===== src/hdl/ip_access_list_match_unit_assert.svh =====
// ----------------------------------------------------------------------------
// IP access list assertion macros
// Shared property shorthands for the access list match unit.
// ----------------------------------------------------------------------------
`ifndef IP_ACCESS_LIST_MATCH_UNIT_ASSERT_SVH
`define IP_ACCESS_LIST_MATCH_UNIT_ASSERT_SVH

// same-cycle implication, checked out of reset
`define IALM_ASSERT_NOW(lbl, ante, cons, msg) \
    lbl: assert property (@(posedge i_clk) disable iff (!i_rst_n) \
        (ante) |-> (cons)) else $error(msg);

// next-cycle implication, checked out of reset
`define IALM_ASSERT_NEXT(lbl, ante, cons, msg) \
    lbl: assert property (@(posedge i_clk) disable iff (!i_rst_n) \
        (ante) |=> (cons)) else $error(msg);

`endif


===== src/hdl/ialm_pkg.sv =====
// ----------------------------------------------------------------------------
// IP access list package
// Table size, field widths, codes and shared types.
// ----------------------------------------------------------------------------
package ialm_pkg;

    localparam int MAX_RULES = 1024;
    localparam int IDX_W     = (MAX_RULES > 1) ? $clog2(MAX_RULES) : 1;
    localparam int CNT_W     = $clog2(MAX_RULES + 1);

    localparam int ACTION_W  = 2;
    localparam int ADDR_W    = 64;
    localparam int MASK_W    = 32;
    localparam int STATUS_W  = 2;
    localparam int DENY_W    = 10;
    localparam int COUNT_W   = 11;
    localparam int PFX_W     = 8;
    localparam int V6_BITS   = 128;

    // upper word of addr_lo for a v4-mapped client ::ffff:a.b.c.d
    localparam logic [31:0] V4MAP_TAG = 32'h0000_FFFF;

    localparam logic [ACTION_W-1:0] ACT_ADD   = 2'd0;
    localparam logic [ACTION_W-1:0] ACT_CHECK = 2'd1;
    localparam logic [ACTION_W-1:0] ACT_CLEAR = 2'd2;
    localparam logic [ACTION_W-1:0] ACT_NOP   = 2'd3;

    localparam logic [STATUS_W-1:0] ST_ADDED   = 2'd0;
    localparam logic [STATUS_W-1:0] ST_FULL    = 2'd1;
    localparam logic [STATUS_W-1:0] ST_CHECKED = 2'd2;
    localparam logic [STATUS_W-1:0] ST_CLEARED = 2'd3;

    typedef logic [IDX_W-1:0]   t_idx;
    typedef logic [CNT_W-1:0]   t_cnt;
    typedef logic [DENY_W-1:0]  t_dix;
    typedef logic [COUNT_W-1:0] t_count;

    typedef enum logic [1:0] {
        S_IDLE,
        S_SCAN,
        S_RESP
    } t_state;

    typedef struct packed {
        logic              permit;
        logic              is_ipv6;
        logic [ADDR_W-1:0] addr_hi;
        logic [ADDR_W-1:0] addr_lo;
        logic [MASK_W-1:0] mask;
    } t_rule;

    typedef struct packed {
        logic              native6;
        logic [ADDR_W-1:0] addr_hi;
        logic [ADDR_W-1:0] addr_lo;
    } t_client;

    typedef struct packed {
        logic [STATUS_W-1:0] status;
        logic                allowed;
        t_dix                deny_index;
        t_count              rule_count;
    } t_rsp;

endpackage


===== src/hdl/ialm_rule_match.sv =====
// ----------------------------------------------------------------------------
// IP access list rule compare
// Decides whether one stored rule matches the client address.
// ----------------------------------------------------------------------------
module ialm_rule_match (
    input  ialm_pkg::t_client i_client,
    input  ialm_pkg::t_rule   i_rule,
    output logic              o_hit
);

    logic [ialm_pkg::PFX_W-1:0]   pfx_len;
    logic [ialm_pkg::V6_BITS-1:0] pfx_mask;
    logic [ialm_pkg::V6_BITS-1:0] v6_diff;
    logic [31:0]                  v4_diff;
    logic                         v6_hit;
    logic                         v4_hit;

    always_comb begin
        // prefix length saturates at 128
        if (i_rule.mask > 32'(ialm_pkg::V6_BITS)) begin
            pfx_len = ialm_pkg::PFX_W'(ialm_pkg::V6_BITS);
        end else begin
            pfx_len = i_rule.mask[ialm_pkg::PFX_W-1:0];
        end
        if (pfx_len == '0) begin
            pfx_mask = '0;
        end else begin
            pfx_mask = {ialm_pkg::V6_BITS{1'b1}}
                       << (ialm_pkg::PFX_W'(ialm_pkg::V6_BITS) - pfx_len);
        end
        v6_diff = {i_client.addr_hi, i_client.addr_lo} ^ {i_rule.addr_hi, i_rule.addr_lo};
        v4_diff = i_client.addr_lo[31:0] ^ i_rule.addr_lo[31:0];
        v6_hit  = i_rule.is_ipv6 && ((v6_diff & pfx_mask) == '0);
        v4_hit  = !i_rule.is_ipv6 && ((v4_diff & i_rule.mask) == '0);
        o_hit   = i_client.native6 ? v6_hit : v4_hit;
    end

endmodule


===== config.mk =====
export PLATFORM = sky130hd
export DESIGN_NAME = ialm_rule_match
export DESIGN_NICKNAME = d
export VERILOG_FILES = /design/src/hdl/ip_access_list_match_unit_assert.svh /design/src/hdl/ialm_pkg.sv /design/src/hdl/ialm_rule_match.sv
export SDC_FILE = /design/constraint.sdc
export NUM_CORES = 1
export LEC_CHECK = 0
export BUFFER_PORTS_ARGS = -buffer_cell sky130_fd_sc_hd__buf_2
export CAP_MARGIN = 5
export CORE_AREA = 2 2 113 115
export DETAILED_ROUTE_END_ITERATION = 7
export DIE_AREA = 0 0 115 117
export PLACE_DENSITY_LB_ADDON = 0.25
export SLEW_MARGIN = 20
export SYNTH_ARGS = -nofsm -noshare
export SYNTH_HDL_FRONTEND = slang
export SYNTH_SLANG_ARGS = --single-unit
export TNS_END_PERCENT = 5

===== constraint.sdc =====
create_clock -name vclk -period 7
set_input_delay 1.05 -clock vclk [all_inputs]
set_output_delay 1.05 -clock vclk [all_outputs]
set_load 0.05 [all_outputs]

==> results_dict.tcl <==
set metrics [dict create \
    cp_max_fo 10 \
    num-clock-buffers 0 \
    synth_area_um2 3470 \
    p_per_area_nw_per_um2 53.8 \
    worst_pin_slew_ns 0.823 \
    rows 41 \
    maxCapViolations 0 \
    ys_types 78 \
    die-area_um2 13500 \
    cpLargestDelayFamily "simple AND/OR/NAND/NOR gates" \
    hpwl_mm 15.7 \
    antenna_found_initial 0 \
    postLayoutCoreUtil_pct 41.6 \
    syn2layout_area_growth_pct 47.7 \
    slowest_stage "or4_2" \
    hold_violations 0 \
    synth_fp_nets 800 \
    crit_buf_inv 4 \
    period_needed_ns 6.77 \
    start_kind "input pin" \
    maxSlewViolCount 0 \
    synth_most_common_cell "xnor2_1" \
    wl_per_cell_um 19.1 \
    fin_nets 1093 \
    vias 5121 \
    ys_seq_area_share_pct 0 \
    critPathMaxStageDelay_ns 0.73 \
    dpl-instance-area_um2 5120 \
    grt_max_degree 17 \
    holdCritStartpoint "i_rule[21]" \
    slew_headroom_pct 44.9 \
    drc 0 \
    syn_inst 504 \
    grt_usage_pct 24.9 \
    instances_no_fill 945 \
    place_inst 945 \
    grt_pass1_wl_mm 25.5 \
    grt_pass1_vias 4691 \
    path_class "in -> out" \
    ios 292 \
    finalPower_w 0.000276 \
    final.period_utilization_pct 96.7 \
    worstPathArrival_ns 5.72 \
    drt_pass1_iterations 5 \
    ant_nets 0 \
    viasPerCell 5.42 \
    seq_cells 0 \
    io_buffers 291 \
    hold-path-endpoint "o_hit" \
    synth_area_leaders "xnor2_1 17%, xor2_1 16%, o21ai_0 6.2%" \
    die_w_um 115 \
    ir_worst_vdd_mv 0.0197 \
    final_area_um2 5120 \
    yosysTopAreaCell "xnor2_1" \
    crit_chain "buf_2, or4_2, or2_1, nor3_4, nand2_1, ha_1, inv_1, ha_1, nand2_1, nor4b_1, inv_1, a221o_1, o21ai_0, nand4_1, or4_1, o31ai_2, buf_12" \
    rsz0062_at_grt "no" \
    cp-end-kind "output port" \
    die_h_um 117 \
    status "complete, no violations" \
    regArea_um2 0 \
    yosysTopAreaCellShare_pct 17.2 \
    overflow 0 \
    wirelength_mm 18.1 \
    drive_above_1_share_pct 42.8 \
    clock.fmax_ghz 0.148 \
    setup_tns_ns 0 \
    yosys-top-cells-count "68 x xnor2_1, 62 x xor2_1, 43 x o21ai_0" \
    synth_warnings 0 \
    crit_required_ns 5.95 \
    drt_iter0_drc 489 \
    avgSynthCellArea_um2 6.88 \
    coreArea_um2 12300 \
    gp_congestion 0.973 \
    ctsHoldBuffers 0 \
    p_leak_nw 2.33 \
    whs_path_depth 5 \
    initial_utilization_pct 28.2 \
    worstHoldPathType "in -> out" \
    diodes 0 \
    setup_violations 0 \
]
cells by family after synthesis:
family / after synthesis / share of synthesized area (%)
xor gates and xnor gates: 130 / 32.8
buffers and inverters: 31 / 5.99
adders and majority gates: 6 / 2.09
AOI/OAI and AO/OA: 176 / 33.8
and+or+nand+nor: 160 / 25.0
muxes: 1 / 0.289
worst max-delay path by stage:
stage                     from  endpoint  slack, ns  cells after the start
floorplan            i_rule[4]     o_hit       0.24                     19
global placement    i_rule[12]     o_hit       0.37                     17
detailed placement  i_rule[12]     o_hit       0.30                     17
CTS                 i_rule[12]     o_hit       0.29                     17
global route        i_rule[12]     o_hit       0.02                     18
finish              i_rule[12]     o_hit       0.23                     17
power by group:
| group | internal (W) | total (W) | switching (W) |
|---|---|---|---|
| logic | 0.000133 | 0.000276 | 0.000143 |
| clock network | 0 | 0 | 0 |
| registers | 0 | 0 | 0 |
placed cells by master, fill, tap and decap left out, drive strengths merged, types with 4 or more instances in the layout:
cell type	count
buf	312
xnor2	68
xor2	62
o21ai	46
a21oi	42
nand2	36
nor2	35
nor3	18
a31oi	15
nand4	14
nor4	11
inv	10
nor2b	9
o22ai	9
nand3	8
a22oi	8
a211oi	6
a221oi	5
o211ai	5
ha	5
o31ai	5
or2	5
and2	4
a22o	4
tightest hold or removal path: stages:
cell      delay (ns)
buf_2           0.09
a222oi_1        0.06
a21oi_1         0.23
o31ai_2         0.15
buf_12          0.15
through the flow:
step	setup slack [ns]	hold WS (ns)
after floorplan	0.237	2.49
after global placement	0.371	2.75
after detailed placement	0.303	2.77
after CTS	0.294	2.77
after global routing	0.0191	2.80
final	0.228	2.79
what timing repair did:
item,CTS,global route
gates resized for setup,0,2
buffers inserted,0,0
hold endpoints to repair,0,0
setup endpoints to repair,0,1
layer usage:
metal	track usage [%]	routed length (um)	up-vias
met5	0	0	-
met4	5.54	434	0
met3	0.978	1740	32
met2	45.1	8640	336
met1	32.8	7250	2284
li1	-	-	2469
cell type report:
type / count / area [um2]
fillers: 1382 / 7190
inverters: 10 / 37.5
multi-input cells: 473 / 3270
well taps: 150 / 188
repair buffers: 312 / 1630
No activity file was read; power rests on OpenSTA's default activity.
